===== config.mk =====
export PLATFORM = sky130hd
export DESIGN_NAME = ook_remote_frame_transmitter
export DESIGN_NICKNAME = d
export VERILOG_FILES = /design/src/sv/ooktx_pkg.sv /design/src/sv/ooktx_frame_build.sv /design/src/sv/ook_remote_frame_transmitter.sv
export SDC_FILE = /design/constraint.sdc
export NUM_CORES = 1
export LEC_CHECK = 0
export ABC_AREA = 1
export BUFFER_PORTS_ARGS = -buffer_cell sky130_fd_sc_hd__buf_2
export CAP_MARGIN = 20
export CORE_MARGIN = 2
export CORE_UTILIZATION = 45
export CTS_BUF_LIST = sky130_fd_sc_hd__clkbuf_4 sky130_fd_sc_hd__clkbuf_8
export CTS_CLUSTER_DIAMETER = 50
export CTS_CLUSTER_SIZE = 28
export DETAILED_ROUTE_END_ITERATION = 16
export PLACE_DENSITY = 0.75
export SETUP_SLACK_MARGIN = 0.15
export SLEW_MARGIN = 20
export SYNTH_ARGS = -nofsm -noshare
export SYNTH_HDL_FRONTEND = slang
export SYNTH_HIERARCHICAL = 1
export SYNTH_SLANG_ARGS = --single-unit

===== constraint.sdc =====
create_clock -name clk -period 2.44 [get_ports clk]
set_input_delay 0.244 -clock clk [delete_from_list [all_inputs] [get_ports clk]]
set_output_delay 0.244 -clock clk [all_outputs]
set_load 0.05 [all_outputs]

===== src/sv/ooktx_pkg.sv =====
// Shared types and constants for the OOK remote frame transmitter.
// No dependencies; used by the top level and the frame builder.

package ooktx_pkg;

  localparam int FRAME_LEN = 40;

  localparam logic [7:0] HDR_CH_ONE   = 8'h80;
  localparam logic [7:0] HDR_CH_TWO   = 8'hF0;
  localparam logic [7:0] TRL_CH_ONE   = 8'h0E;
  localparam logic [7:0] PWR_MOD      = 8'd101;
  localparam logic [7:0] PWR_MOD_X2   = 8'd202;

  // command codes
  localparam logic [1:0] CMD_SHOCK = 2'd0;
  localparam logic [1:0] CMD_BUZZ  = 2'd1;
  localparam logic [1:0] CMD_BEEP  = 2'd2;
  localparam logic [1:0] CMD_LIGHT = 2'd3;

  // configuration register indexes
  localparam logic [2:0] REG_BIT_TICKS  = 3'd0;
  localparam logic [2:0] REG_DELIM      = 3'd1;
  localparam logic [2:0] REG_PRE_HIGH   = 3'd2;
  localparam logic [2:0] REG_PRE_LOW    = 3'd3;
  localparam logic [2:0] REG_REPEAT     = 3'd4;

  // input word payload, lowest field in the lowest bits
  typedef struct packed {
    logic [7:0] id_low;
    logic [7:0] id_high;
    logic [7:0] power;
    logic [1:0] command;
    logic       channel;
  } in_word_t;

  typedef logic [FRAME_LEN-1:0] frame_t;

  function automatic logic [7:0] trail_code(input logic [1:0] cmd);
    logic [7:0] code;
    case (cmd)
      CMD_SHOCK: code = 8'h70;
      CMD_BUZZ:  code = 8'hB0;
      CMD_BEEP:  code = 8'hD0;
      CMD_LIGHT: code = 8'hE0;
      default:   code = 8'h70;
    endcase
    return code;
  endfunction

endpackage


===== src/sv/ooktx_frame_build.sv =====
// Frame builder: packs header, ID bytes, power mod 101 and trailer.
// Depends on ooktx_pkg.

module ooktx_frame_build (
  input  ooktx_pkg::in_word_t word_i,
  output ooktx_pkg::frame_t   frame_o
);

  logic [7:0] pwr_mod;
  logic [7:0] hdr;
  logic [7:0] trl;

  // power < 256, so at most two subtractions of 101
  always_comb begin
    if (word_i.power >= ooktx_pkg::PWR_MOD_X2) begin
      pwr_mod = word_i.power - ooktx_pkg::PWR_MOD_X2;
    end else if (word_i.power >= ooktx_pkg::PWR_MOD) begin
      pwr_mod = word_i.power - ooktx_pkg::PWR_MOD;
    end else begin
      pwr_mod = word_i.power;
    end
  end

  assign hdr = (word_i.channel ? ooktx_pkg::HDR_CH_TWO : ooktx_pkg::HDR_CH_ONE)
             + (8'd1 << word_i.command);
  assign trl = ooktx_pkg::trail_code(word_i.command)
             | (word_i.channel ? 8'h00 : ooktx_pkg::TRL_CH_ONE);

  assign frame_o = {hdr, word_i.id_high, word_i.id_low, pwr_mod, trl};

endmodule


===== src/sv/ook_remote_frame_transmitter.sv =====
// Top level of the OOK remote frame transmitter: phase sequencer, timer,
// config registers and output register. Depends on ooktx_pkg, ooktx_frame_build.
//
// Usage:
//  - Input stream (in_*): each word is a send (in_tuser=1) or a tick (in_tuser=0).
//    A send latches a 40-bit frame and starts a burst; a send while busy is
//    rejected. Each tick advances the line by one tick and reports its level.
//  - Output stream (out_*): exactly one word per input word, in order.
//    out_tlast flags the last tick of the last packet of a burst.
//  - Config port (cfg_*): single-cycle writes of phase lengths and repeat
//    count; write only while no burst is running.
//  - Output valid in the cycle after input accept. Throughput: one word per
//    cycle while out_tready is high, set by the single register stage holding
//    the result; phase timer compare and bit select fit between input and result.
//  - Receiver stall: the output register holds its word; in_tready stays high
//    only while the output register is empty or being drained in the same
//    cycle, so a stall reaches in_tready combinationally with nothing lost.
//  - Reset (rst_n low, synchronous): config returns to its defaults, the
//    sequencer goes idle with the line low and the output register empties.

module ook_remote_frame_transmitter #(
  parameter int TIMER_BITS = 17
) (
  input  logic        clk,
  input  logic        rst_n,
  // input stream
  input  logic        in_tvalid,
  output logic        in_tready,
  input  logic [31:0] in_tdata,  // channel, command[1:0], power[7:0], id_high, id_low
  input  logic        in_tuser,  // req_type: 0 tick, 1 send
  // output stream
  output logic        out_tvalid,
  input  logic        out_tready,
  output logic [7:0]  out_tdata, // line_level, busy_res, rejected, zero pad
  output logic        out_tlast, // burst_done
  // configuration
  input  logic        cfg_we,
  input  logic [2:0]  cfg_index,
  input  logic [15:0] cfg_wdata
);

  localparam int CW = (TIMER_BITS > 17) ? TIMER_BITS : 17;
  localparam logic [CW-1:0] TMAX_CW = CW'((64'd1 << TIMER_BITS) - 64'd1);

  // sequencer phase codes
  localparam logic [2:0] PH_IDLE     = 3'd0;
  localparam logic [2:0] PH_PRE_HIGH = 3'd1;
  localparam logic [2:0] PH_PRE_LOW  = 3'd2;
  localparam logic [2:0] PH_DLM_LOW  = 3'd3;
  localparam logic [2:0] PH_DLM_HIGH = 3'd4;
  localparam logic [2:0] PH_BIT      = 3'd5;
  localparam logic [2:0] PH_TRAIL    = 3'd6;

  localparam logic [5:0] FRAME_LEN6 = 6'(ooktx_pkg::FRAME_LEN);
  localparam logic [5:0] LAST_BIT6  = 6'(ooktx_pkg::FRAME_LEN - 1);

  // config registers
  logic [15:0] bit_ticks_r, delim_ticks_r, pre_high_r, pre_low_r;
  logic [3:0]  repeat_r;

  // sequencer state
  logic                  active_r, active_nxt;
  ooktx_pkg::frame_t     frame_r, frame_nxt;
  logic [5:0]            bit_idx_r, bit_idx_nxt;
  logic [2:0]            phase_r, phase_nxt;
  logic [TIMER_BITS-1:0] timer_r, timer_nxt;
  logic [3:0]            rep_r, rep_nxt;

  // output register
  logic       out_valid_r;
  logic [2:0] out_data_r, out_data_nxt; // line, busy, rejected
  logic       out_last_r, out_last_nxt;

  ooktx_pkg::in_word_t in_word;
  ooktx_pkg::frame_t   new_frame;
  logic                in_acc;

  logic [15:0]           bit_nz;
  logic [CW-1:0]         len_raw;
  logic [TIMER_BITS-1:0] len_fit;
  logic [TIMER_BITS-1:0] timer_inc;
  logic [5:0]            bit_sel;
  logic                  level;

  assign in_word   = ooktx_pkg::in_word_t'(in_tdata[26:0]);
  assign in_tready = !out_valid_r || out_tready;
  assign in_acc    = in_tvalid && in_tready;

  ooktx_frame_build u_frame (
    .word_i  (in_word),
    .frame_o (new_frame)
  );

  // current phase length, zero taken as one and clamped to the timer range
  assign bit_nz = (bit_ticks_r == 16'd0) ? 16'd1 : bit_ticks_r;

  always_comb begin
    case (phase_r)
      PH_PRE_HIGH: len_raw = CW'(pre_high_r);
      PH_PRE_LOW:  len_raw = CW'(pre_low_r);
      PH_DLM_LOW,
      PH_DLM_HIGH: len_raw = CW'(delim_ticks_r);
      PH_BIT:      len_raw = CW'(bit_ticks_r);
      PH_TRAIL:    len_raw = CW'({bit_nz, 1'b0});
      default:     len_raw = CW'(1);
    endcase
  end

  always_comb begin
    if (len_raw == '0) begin
      len_fit = TIMER_BITS'(1);
    end else if (len_raw > TMAX_CW) begin
      len_fit = TMAX_CW[TIMER_BITS-1:0];
    end else begin
      len_fit = len_raw[TIMER_BITS-1:0];
    end
  end

  assign timer_inc = timer_r + TIMER_BITS'(1);

  // line level of the current phase; bits go out MSB first
  assign bit_sel = LAST_BIT6 - bit_idx_r;

  always_comb begin
    case (phase_r)
      PH_PRE_HIGH,
      PH_DLM_HIGH: level = 1'b1;
      PH_BIT:      level = (bit_idx_r < FRAME_LEN6) ? frame_r[bit_sel] : 1'b0;
      default:     level = 1'b0;
    endcase
  end

  always_comb begin
    active_nxt   = active_r;
    frame_nxt    = frame_r;
    bit_idx_nxt  = bit_idx_r;
    phase_nxt    = phase_r;
    timer_nxt    = timer_r;
    rep_nxt      = rep_r;
    out_data_nxt = 3'b000;
    out_last_nxt = 1'b0;

    if (in_tuser) begin
      if (active_r) begin
        out_data_nxt[2] = 1'b1;                    // rejected
      end else begin
        active_nxt  = 1'b1;
        frame_nxt   = new_frame;
        phase_nxt   = PH_PRE_HIGH;
        timer_nxt   = '0;
        bit_idx_nxt = '0;
        rep_nxt     = (repeat_r == 4'd0) ? 4'd1 : repeat_r;
      end
    end else if (active_r) begin
      out_data_nxt[0] = level;
      timer_nxt       = timer_inc;
      if (timer_inc >= len_fit) begin
        timer_nxt = '0;
        case (phase_r)
          PH_PRE_HIGH: phase_nxt = PH_PRE_LOW;
          PH_PRE_LOW:  phase_nxt = PH_DLM_LOW;
          PH_DLM_LOW:  phase_nxt = PH_DLM_HIGH;
          PH_DLM_HIGH: phase_nxt = (bit_idx_r < FRAME_LEN6) ? PH_BIT : PH_TRAIL;
          PH_BIT: begin
            bit_idx_nxt = bit_idx_r + 6'd1;
            phase_nxt   = PH_DLM_LOW;
          end
          PH_TRAIL: begin
            rep_nxt     = rep_r - 4'd1;
            bit_idx_nxt = '0;
            if (rep_r == 4'd1) begin
              active_nxt   = 1'b0;
              phase_nxt    = PH_IDLE;
              out_last_nxt = 1'b1;
            end else begin
              phase_nxt = PH_PRE_HIGH;
            end
          end
          default: begin
            active_nxt = 1'b0;
            phase_nxt  = PH_IDLE;
          end
        endcase
      end
    end
    out_data_nxt[1] = active_nxt;
  end

  // config registers
  always_ff @(posedge clk) begin
    if (!rst_n) begin
      bit_ticks_r   <= 16'd640;
      delim_ticks_r <= 16'd190;
      pre_high_r    <= 16'd1500;
      pre_low_r     <= 16'd750;
      repeat_r      <= 4'd8;
    end else if (cfg_we) begin
      case (cfg_index)
        ooktx_pkg::REG_BIT_TICKS: bit_ticks_r   <= cfg_wdata;
        ooktx_pkg::REG_DELIM:     delim_ticks_r <= cfg_wdata;
        ooktx_pkg::REG_PRE_HIGH:  pre_high_r    <= cfg_wdata;
        ooktx_pkg::REG_PRE_LOW:   pre_low_r     <= cfg_wdata;
        ooktx_pkg::REG_REPEAT:    repeat_r      <= cfg_wdata[3:0];
        default: ;
      endcase
    end
  end

  // sequencer state
  always_ff @(posedge clk) begin
    if (!rst_n) begin
      active_r  <= 1'b0;
      frame_r   <= '0;
      bit_idx_r <= '0;
      phase_r   <= PH_IDLE;
      timer_r   <= '0;
      rep_r     <= '0;
    end else if (in_acc) begin
      active_r  <= active_nxt;
      frame_r   <= frame_nxt;
      bit_idx_r <= bit_idx_nxt;
      phase_r   <= phase_nxt;
      timer_r   <= timer_nxt;
      rep_r     <= rep_nxt;
    end
  end

  // output register
  always_ff @(posedge clk) begin
    if (!rst_n) begin
      out_valid_r <= 1'b0;
    end else if (in_acc) begin
      out_valid_r <= 1'b1;
    end else if (out_tready) begin
      out_valid_r <= 1'b0;
    end
  end

  always_ff @(posedge clk) begin
    if (in_acc) begin
      out_data_r <= out_data_nxt;
      out_last_r <= out_last_nxt;
    end
  end

  assign out_tvalid = out_valid_r;
  assign out_tdata  = {5'b00000, out_data_r};
  assign out_tlast  = out_last_r;

endmodule


## Word-level counts from Yosys, hierarchy flattened

Index checks and enable logic that the tools add are counted.

- Register bits: 144
- Bits of input ports: 57

- Add/subtract/negate cells: 7
- $lt $le $gt $ge: 6
- Equality and inequality tests: 15
- Shift operators: 1
- Multiplexer cells: 44
- Bitwise logic cells: 4
- Reductions and logical operators: 29

Operators with widths:

| operator | count |
|---|---|
| 17-bit two-way mux | 6 |
| 17-bit case mux with 5 select lines | 1 |
| 8-bit case mux with 4 select lines | 1 |
| 4-bit two-way mux | 7 |
| 6-bit two-way mux | 4 |
| 17-bit by 1-bit adder with 17-bit output (second input constant) | 1 |
| 17-bit greater-or-equal comparator | 1 |
| 17-bit greater-than comparator (second input constant) | 1 |
| 17-bit logical NOT | 1 |
| 16-bit logical NOT | 1 |
| 16-bit two-way mux | 1 |
| 8-bit two-way mux | 2 |
| 3-bit case mux with 5 select lines | 1 |
| 3-bit by 2-bit == test with 1-bit output (second input constant) | 4 |
| 3-bit == test (second input constant) | 4 |
| 3-bit two-way mux | 4 |
| 6-bit case mux with 2 select lines | 1 |
| 1-bit two-way mux | 11 |
| 2-bit AND reduction | 5 |
| 5-bit AND reduction | 2 |
| 8-bit adder | 1 |
| 8-bit by 7-bit greater-or-equal comparator with 1-bit output (second input constant) | 1 |
| 8-bit greater-or-equal comparator (second input constant) | 1 |
| 8-bit bitwise OR | 1 |
| 31 further kinds | 43 |

## Longest topological paths before layout

Gate-level depths: netlist of the first run.

- Depth in word-level cells: 10
- Mapped depth: 25

## Modules after synthesis

Netlist of the first run, hierarchy kept.

By module, submodules not included:

| module | instances | cells an instance | area an instance (sq um) | seq. area each (sq um) |
|---|---|---|---|---|
| ook_remote_frame_transmitter | 1 | 1,114 | 7,661.1 | 2,922.8 |
| ooktx_frame_build | 1 | 135 | 752.0 | 0.0 |

## Worst setup path before layout of the first run

Ideal clock, no wire load.

- Path kind: flip-flop to flip-flop
- From: reg phase_r[0]
- To: reg phase_r[0]
- Library setup time: 64 ps
- Arrival: 2,609 ps
- Data required time: 2,376 ps
- Path slack: -233 ps
- Cell stages (with the launch flop): 25
- Path buffers: 2
- Period minus slack after synthesis: 2,673 ps
- Cell sequence: dfxtp_1 inv_2 nor3_4 buf_6 nand2_2 nand2_1 nor3_1 nand2_1 nor2_1 nand2_1 nor2_1 nand3_1 nand2_1 ha_1 nand2_1 inv_1 nand3_1 nor3_1 nand3_1 nand4_2 buf_4 nand3_1 nand2_1 inv_1 nor2_1

- Word-level cells in the longest chain between the ends: 9
- Elaborated cells between the ends (all ways): 20
- Those cells by class: 2 x order compare; 6 x eq/ne; 7 x mux; 5 x reduce/logical

Ends and longest elaborated chain:

| element | line | source |
|---|---|---|
| start: declaration | ook_remote_frame_transmitter.sv:65 | `logic [2:0] phase_r, phase_nxt;` |
| start signal: assignment | ook_remote_frame_transmitter.sv:222 | `phase_r <= phase_nxt;` |
| 3-bit == test / 3-bit by 2-bit == test with 1-bit output (equally long branches) | ook_remote_frame_transmitter.sv:98, ook_remote_frame_transmitter.sv:159 |  |
| 2-bit OR reduction | ook_remote_frame_transmitter.sv:98 | `case (phase_r)` |
| 17-bit case mux with 5 select lines | ook_remote_frame_transmitter.sv:98 |  |
| 17-bit greater-than comparator | ook_remote_frame_transmitter.sv:112 | `end else if (len_raw > TMAX_CW) begin` |
| 17-bit two-way mux | ook_remote_frame_transmitter.sv:112 |  |
| 17-bit two-way mux | ook_remote_frame_transmitter.sv:110 | `if (len_raw == '0) begin` |
| 17-bit greater-or-equal comparator | ook_remote_frame_transmitter.sv:157 | `if (timer_inc >= len_fit) begin` |
| 2-bit nonzero test (no line) | n/a |  |
| 4-bit AND reduction (no line) | n/a |  |

Several ways; a longest one is shown, not always the timed one. The select of a mux whose other input is x is not followed.
A chain may end at the register's enable or synchronous reset.

## Worst setup path in the final report of the first run

- From: reg timer_r[0]
- To: reg bit_idx_r[4]

- Word-level cells in the longest chain between the ends: 4

Ends and longest elaborated chain:

| element | line | source |
|---|---|---|
| start: declaration | ook_remote_frame_transmitter.sv:66 | `logic [TIMER_BITS-1:0] timer_r, timer_nxt;` |
| start signal: assignment | ook_remote_frame_transmitter.sv:223 | `timer_r <= timer_nxt;` |
| 17-bit by 1-bit adder with 17-bit output | ook_remote_frame_transmitter.sv:119 | `assign timer_inc = timer_r + TIMER_BITS'(1);` |
| 17-bit greater-or-equal comparator | ook_remote_frame_transmitter.sv:157 |  |
| 2-bit nonzero test (no line) | n/a |  |
| 5-bit AND reduction (no line) | n/a |  |
| end signal: assignment | ook_remote_frame_transmitter.sv:221 | `bit_idx_r <= bit_idx_nxt;` |
| end: declaration | ook_remote_frame_transmitter.sv:64 | `logic [5:0] bit_idx_r, bit_idx_nxt;` |

Every way passes these cells.

==> summary.txt, run 1 <==
Outcome
  • Result of the run: finished with violations
  • Violations in the final reports: setup timing

Clock network
  • Clock buffer count from CTS: 17
  • Clock latency reported for the late side of the worst-skew pair: 0.48 ns
  • Clock tree from TritonCTS: built
  • Root buffer cell: sky130_fd_sc_hd__clkbuf_8
  • CTS clock-pin slew for the worst setup and hold paths: 0.09 ns
  • Level count of the clock H-tree: 4
  • CTS Buffer Depth: 2
  • Clock sinks: 144

Finish
  • Fraction of layout instances using a drive strength above 1: 0.2199
  • Total non-filler cell area in the finished layout: 10,120 um2
  • Fill cell total of the finished layout: 1,769
  • Total Nets Final: 1,441
  • Flip-flop and latch area: 2939 um2
  • Area of the multi-input gates: 4707 um2
  • Final std cells w/o fill: about 1,600
  • Final core area utilization: 0.5464
  • Area Overhead vs Synth: 20.27%
  • Antenna diode instance count: 0

Critical path
  • Most repeated library cell on the critical path: sky130_fd_sc_hd__nand2_1
  • Library cell contributing the largest single delay on the critical path: sky130_fd_sc_hd__dfxtp_2
  • Critical Path Sink Type: flop
  • Crit path launch type: flop
  • Delay-heaviest family, CP: simple AND/OR/NAND/NOR gates
  • Critical Path, Cell by Cell: ha_2 > nand3_2 > inv_2 > nand2_1 > nor2_1 > xor2_1 > ha_1 > nand2_1 > inv_1 > nand3_2 > inv_1 > nand2_1 > nand2_2 > a21oi_4 > nand4_4 > buf_12 > buf_6 > nand4_1 > nand2_1 > nor2_1
  • Peak per-stage delay on the critical path: 0.36 ns
  • Worst path buffer plus inverter count: 5
  • Max FO, Critical Path: 5
  • Kind of critical path: flop to flop
  • Required arrival time at the worst endpoint: 2.84 ns
  • Critical path arrival: about 3.4 ns

Detailed routing
  • Post-detailed-route DRC marker count: 0
  • Pre-Repair DR Iteration Count: 6
  • Detail Route Antenna Nets: 0
  • Number of DRC markers after the initial detailed-route iteration: roughly 730
  • Average wire per cell in the routed design: ~14 um
  • Total number of vias: ~8,200
  • Via-per-instance ratio: 5.158
  • DRT Wirelength: between 20 and 25 mm

Placed design
  • I/O Buffers: 57
  • GPL Wtd Cong: 0.9272
  • Cell count after placement: 1,549
  • Area after DPL: 9303 um2
  • Post-detailed-placement half-perimeter wirelength: 15.09 mm

Power
  • Power density over the cells: around 620 nW/um2
  • Maximum VDD drop: slightly above 500 uV
  • Leakage: roughly 4.8 nW

Timing
  • Worst slew margin: 0.3587
  • Transition time at the pin with the least slew margin: 0.9619 ns
  • Final critical-path required period: 2.993 ns
  • Pins Over Slew Limit: 0
  • Worst setup skew after layout: 0.01451 ns
  • Number of hold-slack violations in the final timing report: 0
  • Final count of negative-setup-slack endpoints: 33
  • Unrepaired setup endpoints after global routing: true
  • Maximum achievable frequency: roughly 330 MHz
  • Ratio of final minimum period to clock period: 1.227
  • Final setup margin: -0.5529 ns

Synthesis
  • Proportion of netlist area held by the largest area contributor: 0.3331
  • Sequential area share after synthesis: 0.3474
  • Post-synth design cell area: roughly 8400 um2
  • Ys async rst share: 0
  • Most common cell in the netlist: sky130_fd_sc_hd__nand2_1
  • Number of warnings issued by yosys: 6
  • Cell types occupying the most area after synthesis: sky130_fd_sc_hd__dfxtp_1 (33%), sky130_fd_sc_hd__nand2_1 (13%), sky130_fd_sc_hd__nand3_1 (6.5%)
  • Number of enable flip-flop cells after synthesis: 4
  • Primary flip-flop cell chosen by synthesis mapping: sky130_fd_sc_hd__dfxtp_1
  • Post-synth top area cell: sky130_fd_sc_hd__dfxtp_1
  • Number of instances in the synthesized netlist: 1,249
  • Mean instance size in the synthesized netlist: 6.736 um2
  • Flop and latch count out of synthesis: 144
  • Distinct cell type count after synthesis: 45
  • Cell types with the highest counts after synthesis: sky130_fd_sc_hd__nand2_1 (300), sky130_fd_sc_hd__dfxtp_1 (140), sky130_fd_sc_hd__inv_1 (139)

Global route
  • Vias in the first global route: 7,552
  • GRT met3 Usage: 0.03601
  • M2 GR Usage: 0.3579
  • Overall Global Routing Usage: 0.2178
  • Number of antenna violations at the first check in global routing: 0
  • Global-route wire length before repair: 35.77 mm
  • Most Crowded Layer GR: met2
  • Total overflow reported by the global router: 0
  • Maximum number of pins on one net before global-route repair: approximately 110
  • Global Route met1 Usage: 0.2956

Floorplanning
  • Area of the die: 19,800 um2
  • Die outline height: 140.7 um
  • Starting Density: 0.4543
  • Rows: 50
  • Core area: 18,520 um2
  • Ports placed on the boundary: between 60 and 70
  • Die extent in x: approximately 140 um

Min path
  • Type of the tightest min-delay check: input pin to flop

Flow run
  • Max_cap viols: 0
[registers in the layout (all words and copies together) (netlist names)]
signal         flops
active_r           1
bit_idx_r          6
bit_ticks_r       16
delim_ticks_r     16
frame_r           40
out_data_r         3
out_tlast          1
out_tvalid         1
phase_r            3
pre_high_r        16
pre_low_r         16
rep_r              4
repeat_r           4
timer_r           17
[layout make-up]
| class | count | area share |
|---|---|---|
| flip-flops and latches | 144 | 0.2905 |
| inverters | 155 | 0.05874 |
| well taps | 234 | 0.02894 |
| clock buffers | 17 | 0.02312 |
| clock inverters | 15 | 0.01719 |
| multi-input cells | 874 | 0.4652 |
| repair buffers | 159 | 0.1164 |
[per-stage QoR]
| step | setup slack [ns] | power (mW) | hold slack (ns) | TNS, ns |
|---|---|---|---|---|
| after floorplan | -0.1164 | 3.679 | 0.3703 | -2.229 |
| after global placement | -0.4154 | 4.108 | 0.4396 | -12.78 |
| after detailed placement | -0.4898 | 4.134 | 0.4446 | -14.72 |
| after CTS | -0.4204 | 6.166 | 0.002934 | -12.42 |
| after global routing | -0.7106 | 6.632 | 0.01347 | -20.25 |
| final | -0.5529 | 6.316 | 0.02409 | -14.85 |
[worst min-delay path, delay by kind of cell]
kind                   cells  cell delay (ns)
buffers and inverters      1             0.11
AND/OR/NAND/NOR            2             0.11
[per-layer routing]
layer,up-vias,routed length [um]
met5,-,0
met4,0,399
met3,35,1177
met2,253,10000
met1,3752,10080
li1,4202,-
[logic make-up after synthesis]
kind of cell	synth area share
XOR/XNOR	0.02498
flip-flops	0.3474
other	0.001338
buffers and inverters	0.1258
AO/OA/AOI/OAI	0.1319
AND/OR/NAND/NOR	0.3195
adder cells (fa/ha/maj)	0.04908
[path summary, 6_finish.rpt]
| check | startpoint | to | slack, ns | cells past startpoint |
|---|---|---|---|---|
| worst max register to register | timer_r[0]$_SDFFE_PN0P_ | bit_idx_r[4]$_SDFFE_PN0P_ | -0.55 | 20 |
| worst min-delay path | cfg_wdata[7] | delim_ticks_r[7]$_SDFFE_PN1P_ | 0.02 | 3 |
| worst max-delay path | timer_r[0]$_SDFFE_PN0P_ | bit_idx_r[4]$_SDFFE_PN0P_ | -0.55 | 20 |
| worst min register to register | frame_r[9]$_SDFFE_PN0P_ | frame_r[9]$_SDFFE_PN0P_ | 0.46 | 2 |
[cells in the final DEF, fill, tap and decap left out, types with 21 or more instances in the layout]
master                    synthesis  final
sky130_fd_sc_hd__nand4_1         21     21
sky130_fd_sc_hd__a21oi_1         86     83
sky130_fd_sc_hd__ha_1            33     27
sky130_fd_sc_hd__dfxtp_1        140    133
sky130_fd_sc_hd__inv_1          139    134
sky130_fd_sc_hd__buf_4           31     87
sky130_fd_sc_hd__o21ai_0         85     84
sky130_fd_sc_hd__nand3_1        109    100
sky130_fd_sc_hd__nand2_1        300    290
sky130_fd_sc_hd__buf_2           12     57
sky130_fd_sc_hd__nor2_1         127    118
[report_power, final]
| part | internal [mW] | switching, mW | total [mW] |
|---|---|---|---|
| registers | 2.48 | 0.0685 | 2.55 |
| clock network | 0.944 | 1.06 | 2.00 |
| logic | 0.717 | 1.05 | 1.77 |
[timing repair]
| action | 4_1_cts | 5_1_grt |
|---|---|---|
| cloned | 0 | 1 |
| hold buffers | 0 | 0 |
| resized for setup | 14 | 50 |
| buffers inserted | 7 | 9 |
| endpoints found under the setup margin | 33 | 33 |
| pin swaps | 5 | 8 |
Note: power is estimated with default switching activity, not from simulation.
==> inputs of run 2 (changes only) <==
REMOVE_ABC_BUFFERS = 1   (was not set)
==> summary.txt, run 2 (synthesis gave the netlist of run 1 again) <==
Timing
  • Ratio of final minimum period to clock period: 1.213 (-0.01321)
  • Worst slew margin: 0.5578 (+0.1991)
  • Transition time at the pin with the least slew margin: 0.6593 ns (-0.3027 ns)
  • Final critical-path required period: 2.961 ns (-0.03223 ns)
  • Pins Over Slew Limit: 0 (unchanged)
  • Worst setup skew after layout: 0.01364 ns (-0.0008681 ns)
  • Unrepaired setup endpoints after global routing: true
  • Minimum hold slack: 0.02280 ns (-0.001297 ns)
  • Maximum achievable frequency: 337.8 MHz (+1.1%)
  • Final setup margin: -0.5207 ns (+0.03223 ns)
  • Final count of negative-setup-slack endpoints: 33 (unchanged)
  • Number of hold-slack violations in the final timing report: 0 (unchanged)

Power
  • Part of the total power dissipated in combinational logic: 0.301 (+0.021)
  • Maximum VDD drop: 478.9 uV (-5.3%)
  • Reported net switching power: 2.211 mW (+1.6%)
  • Cell internal pwr: 4.003 mW (-3.3%)
  • Share of total power in the clock network: 0.288 (-0.029)
  • Share of power burned in registers: 0.411 (+0.008)
  • Power density over the cells: 612.3 nW/um2 (-1.9%)
  • Fraction of power spent switching nets: 0.3559 (+0.01116)
  • Leakage: 4.841 nW (+0.56%)

Critical path
  • Required arrival time at the worst endpoint: 2.86 ns (+0.02 ns)
  • Kind of critical path: flop to flop
  • Start point of the critical path: phase_r[2]$_SDFFE_PN0P_
  • Critical Path Sink Type: flop
  • Max FO, Critical Path: 7 (+2)
  • Startpoint of the most critical register-to-register path: phase_r[2]$_SDFFE_PN0P_
  • Crit path launch type: flop
  • Critical path arrival: 3.38 ns (about the same)

Min path
  • Launch instance of the worst min-delay path: cfg_wdata[7]
  • Type of the tightest min-delay check: input pin to flop

Placed design
  • I/O Buffers: 57 (unchanged)
  • GPL Wtd Cong: 0.8988 (-3.1%)
  • Post-detailed-placement half-perimeter wirelength: 15.51 mm (+2.8%)
  • Post-Place Setup Slack: -0.5567 ns (-0.06691 ns)

Floorplanning
  • Area of the die: 19,800 um2 (unchanged)
  • Ports placed on the boundary: 68 (unchanged)
  • Rows: 50 (unchanged)
  • Die outline height: 140.7 um (unchanged)
  • Die extent in x: 140.7 um (unchanged)
  • Core area: 18,520 um2 (unchanged)
  • Starting Density: 0.4543 (unchanged)

Global route
  • Maximum number of pins on one net before global-route repair: 84 (-22%)
  • Vias in the first global route: 7,652 (+1.3%)
  • Global-route wire length before repair: 36.38 mm (+1.7%)
  • Total overflow reported by the global router: 0 (unchanged)
  • Number of antenna violations at the first check in global routing: 0 (unchanged)
  • Overall Global Routing Usage: 0.2229 (+0.005094)

Finish
  • Area Overhead vs Synth: 20.63%
  • Register ranked first by flip-flop count: frame_r
  • Fraction of layout instances using a drive strength above 1: 0.2188 (-0.001191)
  • Commonest cells after routing, fill and taps aside: sky130_fd_sc_hd__nand2_1 (290), sky130_fd_sc_hd__inv_1 (137), sky130_fd_sc_hd__dfxtp_1 (135), sky130_fd_sc_hd__nor2_1 (124), sky130_fd_sc_hd__nand3_1 (100)
  • Antenna diode instance count: 0 (unchanged)
  • Regs by FF count: frame_r: 40 flops, timer_r: 17 flops
  • Max reg flops: 40 (unchanged)
  • Most common cell after layout, fill and taps aside: sky130_fd_sc_hd__nand2_1
  • Total Nets Final: 1,453 (+0.83%)

Clock network
  • CTS Buffer Depth: 2 (unchanged)
  • CTS clock-pin slew for the worst setup and hold paths: 0.09 ns (about the same)
  • Number of hold buffers added after CTS: 0 (unchanged)
  • Clock buffer count from CTS: 17 (unchanged)
  • Clock sinks: 144 (unchanged)
  • Root buffer cell: sky130_fd_sc_hd__clkbuf_8
  • Clock latency reported for the late side of the worst-skew pair: 0.48 ns (about the same)
  • Level count of the clock H-tree: 4 (unchanged)
  • Clock tree from TritonCTS: built

Flow run
  • Max_cap viols: 0 (unchanged)

Detailed routing
  • DRT Wirelength: 22.51 mm (+3.9%)
  • Number of DRC markers after the initial detailed-route iteration: 570 (-22%)
  • Via-per-instance ratio: 5.195 (+0.72%)
  • Pre-Repair DR Iteration Count: 6 (unchanged)
  • Detail Route Antenna Nets: 0 (unchanged)
  • Post-detailed-route DRC marker count: 0 (unchanged)
  • Total number of vias: 8,364 (+1.5%)
  • Average wire per cell in the routed design: 13.98 um (+3.2%)

Outcome
  • Violations in the final reports: setup timing
  • Result of the run: finished with violations
-- run 2: final timing paths --
path                            depth (start not counted)                       endpoint  slack [ns]
worst min-delay path                                    3  delim_ticks_r[7]$_SDFFE_PN1P_        0.02
worst max-delay path                                   23      bit_idx_r[4]$_SDFFE_PN0P_       -0.52
worst min register to register                          2        frame_r[5]$_SDFFE_PN0P_        0.46
worst max register to register                         23      bit_idx_r[4]$_SDFFE_PN0P_       -0.52
-- run 2: metal layers --
layer,part of all wire,vias to the layer above,track usage,routed length (um)
met5,0,-,0,0
met4,0.019,0,0.05789,438
met1,0.45,3846,0.2990,10090
li1,-,4217,-,-
met2,0.48,256,0.3697,10720
met3,0.056,45,0.04314,1262
-- run 2: per-stage QoR --
stage | instances | util | TNS (ns) | power, mW | cell area (um2)
after global placement | 1560 | 0.5034 | -13.88 | 4.097 | 9323
after floorplan | 1173 | - | -31.28 | 3.532 | 7959
after global routing | 1610 | 0.5480 | -22.95 | 6.535 | 10150
after CTS | 1600 | 0.5305 | -11.85 | 5.969 | 9824
final | 1610 | 0.5480 | -15.66 | 6.214 | 10150
after detailed placement | 1560 | 0.5034 | -16.26 | 4.124 | 9323
-- run 2: timing repair --
item                                    4_1_cts  5_1_grt
cloned                                        0        2
hold endpoints to repair                      0        0
resized for setup                            19       52
setup buffers                                 8        8
pin swaps                                    10       19
endpoints found under the setup margin       33       33
-- run 2: final cells by class --
type	instances	area, um2
fillers	1751	8369
multi-input cells	874	4673
flip-flops and latches	144	2937
repair buffers	171	1281
inverters	155	606.8
well taps	234	292.8
clock buffers	17	234.0
clock inverters	15	123.9
-- run 2: critical path: stages (launching register included) --
cell and delay [ns]:
sky130_fd_sc_hd__dfxtp_4 0.37, sky130_fd_sc_hd__buf_4 0.15, sky130_fd_sc_hd__nand3_4 0.09, sky130_fd_sc_hd__nand2_4 0.10, sky130_fd_sc_hd__buf_6 0.16, sky130_fd_sc_hd__nand2_2 0.06, sky130_fd_sc_hd__o2111ai_2 0.10, sky130_fd_sc_hd__a21oi_2 0.19
sky130_fd_sc_hd__nand2_1 0.07, sky130_fd_sc_hd__nor2_1 0.14, sky130_fd_sc_hd__nand3_1 0.10, sky130_fd_sc_hd__nand2_1 0.07, sky130_fd_sc_hd__ha_1 0.22, sky130_fd_sc_hd__nand2_1 0.06, sky130_fd_sc_hd__inv_1 0.04, sky130_fd_sc_hd__nand3_1 0.06
sky130_fd_sc_hd__nor3_1 0.04, sky130_fd_sc_hd__nand3_1 0.15, sky130_fd_sc_hd__nand4_4 0.20, sky130_fd_sc_hd__buf_12 0.19, sky130_fd_sc_hd__buf_4 0.13, sky130_fd_sc_hd__nand4_1 0.07, sky130_fd_sc_hd__nand2_1 0.06, sky130_fd_sc_hd__nor2_1 0.09
-- run 2: power by group through the flow --
stage / combinational [mW] / clock [mW] / sequential, mW
finish: 1.87 / 1.79 / 2.55
global route: 2.05 / 1.92 / 2.57
CTS: 1.61 / 1.81 / 2.55
detailed placement: 1.52 / 0 / 2.60
global placement: 1.50 / 0 / 2.60
floorplan: 0.917 / 0 / 2.62
==> inputs of run 3 (changes only) <==
CORE_ASPECT_RATIO = 1.4   (was not set)
PLACE_DENSITY = 0.76   (was 0.75)
SYNTH_HIERARCHICAL = not set   (was 1)
==> summary.txt, run 3 <==
Flow run
  • Max_cap viols: 0 (unchanged)

Timing
  • Worst slew margin: 0.4420 (-0.1158)
  • Number of hold-slack violations in the final timing report: 0 (unchanged)
  • Minimum hold slack: 0.02826 ns (+0.005465 ns)
  • Ratio of final minimum period to clock period: 1.261 (+0.04802)
  • Worst setup skew after layout: 0.01132 ns (-0.002326 ns)
  • Final count of negative-setup-slack endpoints: 33 (unchanged)
  • Final critical-path required period: 3.078 ns (+0.1172 ns)
  • Pins Over Slew Limit: 0 (unchanged)
  • Final setup margin: -0.6379 ns (-0.1172 ns)
  • Unrepaired setup endpoints after global routing: true
  • Transition time at the pin with the least slew margin: 0.8370 ns (+0.1777 ns)
  • Maximum achievable frequency: 324.9 MHz (-3.8%)
  • Total negative slack: -19.22 ns (-3.561 ns)

Finish
  • Regs by FF count: frame_r: 35 flops, timer_r: 17 flops
  • Area Overhead vs Synth: 28.24%
  • Fraction of layout instances using a drive strength above 1: 0.2433 (+0.02460)
  • Commonest cells after routing, fill and taps aside: sky130_fd_sc_hd__nand2_1 (251), sky130_fd_sc_hd__dfxtp_1 (128), sky130_fd_sc_hd__inv_1 (120), sky130_fd_sc_hd__buf_4 (116), sky130_fd_sc_hd__nor2_1 (110)
  • Max reg flops: 35 (-13%)
  • Register ranked first by flip-flop count: frame_r
  • Most common cell after layout, fill and taps aside: sky130_fd_sc_hd__nand2_1
  • Total Nets Final: 1,357 (-6.6%)
  • Antenna diode instance count: 0 (unchanged)

Critical path
  • Endpoint of the worst-slack reg-to-reg timing path: timer_r[3]$_SDFFE_PN0P_
  • Kind of critical path: flop to flop
  • Critical path arrival: 3.46 ns (+0.08 ns)
  • Max FO, Critical Path: 11 (+4)
  • Critical Path Sink Type: flop
  • Reg2Reg Setup Slack: -0.64 ns (-0.12 ns)
  • Endpoint of the worst setup timing path: timer_r[3]$_SDFFE_PN0P_
  • Worst r2r path cells: 23 (unchanged)
  • Crit path launch type: flop
  • Start point of the critical path: phase_r[2]$_SDFFE_PN0P_
  • Startpoint of the most critical register-to-register path: phase_r[2]$_SDFFE_PN0P_
  • Required arrival time at the worst endpoint: 2.82 ns (-0.04 ns)

Floorplanning
  • Die extent in x: 113.6 um (-19%)
  • Ports placed on the boundary: 68 (unchanged)
  • Die outline height: 157.5 um (+12%)
  • Core area: 16,610 um2 (-10%)
  • Area of the die: 17,890 um2 (-9.7%)
  • Starting Density: 0.4559 (+0.001598)
  • Rows: 56 (+12%)

Synthesis
  • Primary flip-flop cell chosen by synthesis mapping: sky130_fd_sc_hd__dfxtp_1
  • Proportion of netlist area held by the largest area contributor: 0.3570 (+0.02383)
  • Number of warnings issued by yosys: 0 (-6)
  • Distinct cell type count after synthesis: 47 (+4.4%)
  • Sequential area share after synthesis: 0.3728 (+0.02542)
  • Post-synth top area cell: sky130_fd_sc_hd__dfxtp_1
  • Number of instances in the synthesized netlist: 1,099 (-12%)
  • Ys async rst share: 0 (unchanged)
  • Mean instance size in the synthesized netlist: 6.889 um2 (+2.3%)
  • Most common cell in the netlist: sky130_fd_sc_hd__nand2_1
  • Number of enable flip-flop cells after synthesis: 4 (unchanged)
  • Post-synth design cell area: 7571 um2 (-10%)
  • Cell types with the highest counts after synthesis: sky130_fd_sc_hd__nand2_1 (265), sky130_fd_sc_hd__dfxtp_1 (135), sky130_fd_sc_hd__inv_1 (123)
  • Flop and latch count out of synthesis: 139 (-3.5%)
  • Cell types occupying the most area after synthesis: sky130_fd_sc_hd__dfxtp_1 (36%), sky130_fd_sc_hd__nand2_1 (13%), sky130_fd_sc_hd__a21oi_1 (6.2%)

Placed design
  • I/O Buffers: 57 (unchanged)
  • Post-detailed-placement half-perimeter wirelength: 13.73 mm (-11%)
  • GPL Wtd Cong: 0.9135 (+1.6%)
  • Post-Place Setup Slack: -0.8063 ns (-0.2496 ns)

Clock network
  • Clock latency reported for the late side of the worst-skew pair: 0.46 ns (-0.02 ns)
  • Root buffer cell: sky130_fd_sc_hd__clkbuf_8
  • Clock sinks: 139 (-3.5%)
  • CTS Buffer Depth: 2 (unchanged)
  • Clock tree from TritonCTS: built
  • CTS clock-pin slew for the worst setup and hold paths: 0.08 ns (about the same)
  • Clock buffer count from CTS: 17 (unchanged)
  • Level count of the clock H-tree: 4 (unchanged)

Detailed routing
  • DRT Wirelength: 20.28 mm (-9.9%)
  • Detail Route Antenna Nets: 0 (unchanged)
  • Pre-Repair DR Iteration Count: 5 (-1)
  • Number of DRC markers after the initial detailed-route iteration: 478 (-16%)
  • Post-detailed-route DRC marker count: 0 (unchanged)
  • Via-per-instance ratio: 5.142 (-1.0%)
  • Total number of vias: 7,615 (-9.0%)
  • Average wire per cell in the routed design: 13.69 um (-2.0%)

Power
  • Maximum VDD drop: 556.0 uV (+16%)
  • Leakage: 4.515 nW (-6.7%)
  • Total power: 6.136 mW (-1.3%)
  • Power density over the cells: 632.0 nW/um2 (+3.2%)

Outcome
  • Violations in the final reports: setup timing
  • Result of the run: finished with violations

Global route
  • Vias in the first global route: 7,317 (-4.4%)
  • Maximum number of pins on one net before global-route repair: 94 (+12%)
  • Global-route wire length before repair: 33.13 mm (-9.0%)
  • Number of antenna violations at the first check in global routing: 0 (unchanged)
  • Total overflow reported by the global router: 0 (unchanged)
  • Overall Global Routing Usage: 0.2269 (+0.003998)

Min path
  • Type of the tightest min-delay check: input pin to flop
==> run 3: cells by family after synthesis <==
group / share of synthesized area
and+or+nand+nor: 0.2843
AOI/OAI and AO/OA: 0.1651
buffers and inverters: 0.1008
DFF: 0.3728
adders and majority gates: 0.05454
xor gates and xnor gates: 0.02198
other: 0.0004953
==> run 3: area by class of cell <==
cell class | instances | area, um2
well taps | 203 | 254.0
flip-flops and latches | 139 | 2831
clock inverters | 7 | 91.34
clock buffers | 23 | 291.5
multi-input cells | 782 | 4264
repair buffers | 191 | 1446
fillers | 1484 | 6897
inverters | 136 | 530.5
==> run 3: how the worst min path moves through the flow <==
stage	startpoint	end	slack, ns	cells past startpoint
2_1_floorplan	rst_n	delim_ticks_r[1]$_SDFFE_PN1P_	0.33	1
3_3_place_gp	pre_high_r[4]$_SDFFE_PN1P_	pre_high_r[4]$_SDFFE_PN1P_	0.44	2
3_5_place_dp	pre_low_r[2]$_SDFFE_PN1P_	pre_low_r[2]$_SDFFE_PN1P_	0.45	2
4_1_cts	in_tdata[14]	frame_r[27]$_SDFFE_PN0P_	0.02	3
5_1_grt	in_tdata[15]	frame_r[28]$_SDFFE_PN0P_	0.03	3
6_report	in_tdata[15]	frame_r[28]$_SDFFE_PN0P_	0.03	3
==> run 3: power by group <==
group	internal, mW	leakage, nW	total [mW]	switching, mW
combinational	0.773	3.18	1.79	1.01
clock	0.993	0.196	1.88	0.888
sequential	2.39	1.14	2.47	0.0784
total	4.16	4.52	6.14	1.98
==> run 3: worst max-delay path, stage by stage (launching register included) <==
cell                        delay (ns)
sky130_fd_sc_hd__dfxtp_2          0.34
sky130_fd_sc_hd__buf_12           0.14
sky130_fd_sc_hd__nor3_4           0.21
sky130_fd_sc_hd__buf_12           0.16
sky130_fd_sc_hd__nand2_1          0.06
sky130_fd_sc_hd__nand2_1          0.09
sky130_fd_sc_hd__nor3_2           0.05
sky130_fd_sc_hd__nand2_1          0.11
sky130_fd_sc_hd__buf_4            0.12
sky130_fd_sc_hd__buf_4            0.09
sky130_fd_sc_hd__inv_1            0.03
sky130_fd_sc_hd__ha_1             0.28
sky130_fd_sc_hd__nand2_2          0.11
sky130_fd_sc_hd__inv_1            0.05
sky130_fd_sc_hd__nand2_1          0.05
sky130_fd_sc_hd__nand2_1          0.06
sky130_fd_sc_hd__a21oi_2          0.11
sky130_fd_sc_hd__nand2_1          0.09
sky130_fd_sc_hd__nand2_2          0.12
sky130_fd_sc_hd__nand3_4          0.11
sky130_fd_sc_hd__nor2_4           0.22
sky130_fd_sc_hd__clkbuf_16        0.20
sky130_fd_sc_hd__nand2_1          0.06
sky130_fd_sc_hd__a21oi_2          0.10
==> run 3: timing repair <==
item	in CTS	in global routing
hold endpoints to repair	1	0
buffers inserted	8	14
setup endpoints to repair	33	33
hold buffers	1	0
pin swaps	9	11
gates cloned	1	3
resized for setup	42	44
==> run 3: per-layer routing <==
layer	wire length (um)	track usage	up-vias
met1	8511	0.2626	3483
met2	10420	0.4137	187
met5	0	0	-
met4	506	0.08943	0
li1	-	-	3900
met3	843	0.03812	45
==> run 3: metrics by stage <==
stage | utilization | area (um2) | instances
finish | 0.5847 | 9709 | 1481
detailed placement | 0.5262 | 8738 | 1424
global route | 0.5847 | 9709 | 1481
CTS | 0.5632 | 9353 | 1464
global placement | 0.5262 | 8738 | 1424
floorplan | - | 7338 | 1056
